$ cat src/rtl/bpv_pkg.sv
// ----------------------------------------------------------------------------
// bpv_pkg
// shared types and constants of the ball projection voxel block
// ----------------------------------------------------------------------------
package bpv_pkg;

    // six complex components, real and imaginary part each
    localparam int FIELD_COUNT  = 12;
    // fields below this index always take part in the norm
    localparam int VECTOR_COUNT = 6;
    localparam int RADIUS_BITS  = 32;
    localparam logic [RADIUS_BITS-1:0] RADIUS_RESET = 32'd65536;

    // configuration register indexes
    localparam int CFG_IDX_BITS = 1;
    localparam logic [CFG_IDX_BITS-1:0] CFG_TENSOR_MODE = 1'd0;
    localparam logic [CFG_IDX_BITS-1:0] CFG_RADIUS      = 1'd1;

    // entries of the queue between front and back
    localparam int QUEUE_DEPTH = 4;

    // configuration as seen by the datapath
    typedef struct packed {
        logic                   tensor_mode;
        logic [RADIUS_BITS-1:0] radius;
    } t_cfg;

endpackage

$ cat src/rtl/bpv_queue.sv
// ----------------------------------------------------------------------------
// bpv_queue
// short register queue that decouples front and back
// ----------------------------------------------------------------------------
module bpv_queue #(
    parameter int WIDTH = 8
) (
    input  logic             i_clk,
    input  logic             i_rst_n,
    input  logic             i_valid,
    output logic             o_ready,
    input  logic [WIDTH-1:0] i_data,
    output logic             o_valid,
    input  logic             i_ready,
    output logic [WIDTH-1:0] o_data
);
    import bpv_pkg::*;

    localparam int AW = $clog2(QUEUE_DEPTH);

    logic [WIDTH-1:0] r_mem [QUEUE_DEPTH];
    logic [AW:0]      r_wp;
    logic [AW:0]      r_rp;
    logic             push;
    logic             pop;
    logic             full;
    logic             empty;

    assign empty   = (r_wp == r_rp);
    assign full    = (r_wp[AW-1:0] == r_rp[AW-1:0]) && (r_wp[AW] != r_rp[AW]);
    assign o_ready = !full;
    assign o_valid = !empty;
    assign push    = i_valid && !full;
    assign pop     = i_ready && !empty;
    assign o_data  = r_mem[r_rp[AW-1:0]];

    // pointers
    always_ff @(posedge i_clk) begin
        if (!i_rst_n) begin
            r_wp <= '0;
            r_rp <= '0;
        end else begin
            if (push) r_wp <= r_wp + 1'b1;
            if (pop)  r_rp <= r_rp + 1'b1;
        end
    end

    // storage
    always_ff @(posedge i_clk) begin
        if (push) begin
            r_mem[r_wp[AW-1:0]] <= i_data;
        end
    end

endmodule

$ cat config.mk
export PLATFORM = sky130hd
export DESIGN_NAME = bpv_queue
export DESIGN_NICKNAME = d
export VERILOG_FILES = /design/src/rtl/bpv_pkg.sv /design/src/rtl/bpv_queue.sv
export SDC_FILE = /design/constraint.sdc
export NUM_CORES = 1
export LEC_CHECK = 0
export BUFFER_PORTS_ARGS = -buffer_cell sky130_fd_sc_hd__buf_2
export CORE_MARGIN = 2
export CORE_UTILIZATION = 45
export DETAILED_ROUTE_END_ITERATION = 8
export GPL_TIMING_DRIVEN = 0
export PLACE_DENSITY = 0.63
export SYNTH_ARGS = -nofsm -noshare
export SYNTH_HDL_FRONTEND = slang
export SYNTH_SLANG_ARGS = --single-unit
$ cat constraint.sdc
create_clock -name i_clk -period 2.1 [get_ports i_clk]
set_clock_uncertainty 0.15 [all_clocks]
set_input_delay 0.315 -clock i_clk [delete_from_list [all_inputs] [get_ports i_clk]]
set_output_delay 0.315 -clock i_clk [all_outputs]
set_load 0.1 [all_outputs]
==> flow_metrics.py <==
metrics = {
    "worst_setup_path": {
        "critPathCaptureType": "primary output",
        "r2r_cells": 3,
        "crit_path_max_fanout": 6,
        "cp.arrival_ps": 1550,
        "cpPeakStageDelay_ps": 480,
        "required_ps": 1630,
        "worst-path-buf-inv": 1,
        "start_kind": "flip-flop",
        "crit_chain": "xor2_2 > nor2_2 > nand2_1 > buf_6",
        "rrSetupSlack_ps": 160,
        "rr_endpoint": "r_mem[2][6]",
        "crit_slowest_cell": "dfxtp_1",
        "timing.rr.start": "r_rp[0]",
        "critical_path_class": "reg -> out",
        "critical-path-top-delay-family": "flip-flops",
    },
    "timing": {
        "fin_setup_tns_ps": 0,
        "hold_ws_ps": 93.3,
        "final_hold_viol_count": 0,
        "period_minus_slack_ps": 2020,
        "slew_violations": 0,
        "max_freq_mhz": 496,
        "slew-limit-headroom_pct": 58.8,
        "worst_pin_slew_ps": 613,
        "setup_viol": 0,
        "setup_slack_ps": 84.4,
        "period_share_pct": 96.0,
        "rsz0062_at_grt": "true",
    },
    "floorplanning": {
        "dieArea_um2": 4340,
        "die_width_um": 65.9,
        "ioPinCount": 22,
        "start_util_pct": 47.1,
        "die_h_um": 65.9,
        "row_count": 22,
        "coreArea_um2": 3660,
    },
    "synth": {
        "synth_edf_count": 32,
        "syn_avg_cell_area_um2": 15.7,
        "yosys_warnings": 0,
        "syn_area_um2": 1720,
        "yosysSeqAreaShare_pct": 65.0,
        "syn_inst": 110,
        "syn-num-nets": 127,
        "synth_ff_type": "edfxtp_1",
        "async_reset_ff_share_pct": 0,
        "synth-seq-cells": 40,
        "ys_types": 28,
    },
    "pwr": {
        "leakagePower_uw": 0.000748,
        "power_density_nw_per_um2": 1590,
        "finalPower_uw": 3300,
        "ir_drop_mv": 1.33,
    },
    "global_route": {
        "grt_pass1_vias": 1028,
        "grt_max_degree": 14,
        "gr-usage-all-layers_pct": 15.8,
        "overflow": 0,
        "antenna_found_initial": 0,
        "grt_pass1_wl_um": 4950,
    },
    "drt": {
        "dr.first_iter.drc_count": 79,
        "first_pass_iters": 4,
        "wire_per_inst_um": 16.2,
        "drc": 0,
        "viasPerCell": 5.37,
        "vias": 998,
        "postRouteAntennaNets": 0,
        "wl_um": 3020,
    },
    "finish": {
        "drive_gt1_share_pct": 31.9,
        "syn_to_final_growth_pct": 20.2,
        "multi_input_area_um2": 571,
        "final_common_cell": "edfxtp_1",
        "mostFrequentLayoutCells": "32 x edfxtp_1, 11 x buf_2, 8 x mux4_2, 8 x buf_4, 7 x dfxtp_1",
        "fill_cells": 302,
        "final_nets": 154,
        "ff_latch_area_um2": 1120,
        "design_area_um2": 2070,
        "antenna_cells": 0,
    },
    "clock_network": {
        "clkLatencyLatePin_ps": 280,
        "numClockSinks": 40,
        "cts_hold_buffers": 0,
        "clk_pin_slew_ps": 80,
        "cts_inserted_buffers": 5,
        "cts_root_buffer": "clkbuf_8",
        "ctsHtreeMaxLevel": 2,
        "clk_path_buf_depth": 2,
        "cts_tree": "done",
    },
    "run_status": {
        "status": "finished, final reports clean",
    },
    "hold_path": {
        "holdPathStages": 1,
        "holdPathEnd": "r_mem[1][3]",
        "hold_path.class": "in -> reg",
        "min_from": "i_data[3]",
    },
    "place": {
        "hpwl_um": 2150,
        "place_area_um2": 1890,
        "port_buffers": 21,
        "place_congestion": 0.799,
        "dp_slack_ps": -209,
    },
    "run": {
        "drv_cap": 0,
    },
}
==> per-stage QoR <==
step / instances / utilization [%]
after floorplan: 110 / -
after global placement: 179 / 51.6
after detailed placement: 179 / 51.6
after CTS: 186 / 56.2
after global routing: 186 / 56.6
final: 186 / 56.6
==> where the power goes <==
group          switching [uW]  total (uW)  leakage, uW  internal, uW
Clock                     253         728    0.0000654           475
Sequential               87.1        1090     0.000360          1010
Combinational            1080        1480     0.000323           401
==> synthesized netlist by cell type (all sizes together) (2+ instances only) <==
library cell | number | share of area [%]
inv | 5 | 1.1
xor2 | 3 | 1.5
a41oi | 2 | 1.0
nand3b | 4 | 1.7
and2 | 4 | 1.5
nand3 | 3 | 0.87
ha | 5 | 3.6
a21oi | 3 | 0.87
nand4 | 2 | 0.73
mux4 | 8 | 10
edfxtp | 32 | 56
nor3 | 2 | 0.58
a31oi | 2 | 0.73
xnor2 | 3 | 1.5
dfxtp | 8 | 9.3
o211ai | 2 | 0.87
buf | 3 | 1.2
a211o | 4 | 2.0
o21ai | 4 | 1.2
nand2 | 5 | 1.1
==> cells by family (layout without fill, tap and decap cells) <==
kind of cell	after synthesis	count (layout)	share of synthesized area, %
compound gates	19	19	7.62
xor+xnor	6	6	3.05
fa+ha+maj	5	5	3.63
buf+inv	9	37	2.68
flops	40	40	65.0
mux	8	8	10.4
simple gates	23	23	7.55
==> routing by layer <==
layer / track usage [%] / vias to the layer above / routed length (um)
met5: 0 / - / 0
met4: 4.69 / 0 / 18
met3: 5.11 / 2 / 119
met2: 28.4 / 17 / 1590
met1: 17.8 / 496 / 1300
li1: - / 483 / -
==> repair_timing <==
| action | 4_1_cts | 5_1_grt |
|---|---|---|
| setup endpoints to repair | 18 | 4 |
| resized for setup | 13 | 6 |
| buffers inserted | 0 | 0 |
==> registers in the layout, summed over array words and instances, names as in the netlist, named ones only <==
name,flops
r_mem,32
r_rp,3
r_wp,3
==> worst reg2reg max path: stages, from the launching register on <==
cell and delay (ps):
dfxtp_1 390, xnor2_1 550, a31oi_1 200, and2_1 350
==> area by class of cell <==
class | instances | area share [%]
timing repair buffer | 21 | 6.64
clock buffer | 6 | 3.50
tap | 48 | 2.90
multi-input combinational | 61 | 27.5
buffer | 3 | 1.45
inverter | 5 | 0.906
clock inverter | 2 | 2.90
sequential | 40 | 54.2
==> worst max-delay path by stage <==
stage | from | to | slack, ps | cells past startpoint
3_3_place_gp | r_wp[0] | r_mem[3][5] | -210 | 3
2_1_floorplan | r_wp[0] | o_ready | 110 | 3
6_report | r_rp[0] | o_ready | 80 | 4
5_1_grt | r_rp[0] | o_valid | -20 | 4
4_1_cts | flip-flop | o_data[6] | 2 | 3
3_5_place_dp | r_wp[0] | r_mem[3][7] | -210 | 3
Power figures use the tool's default switching activity.
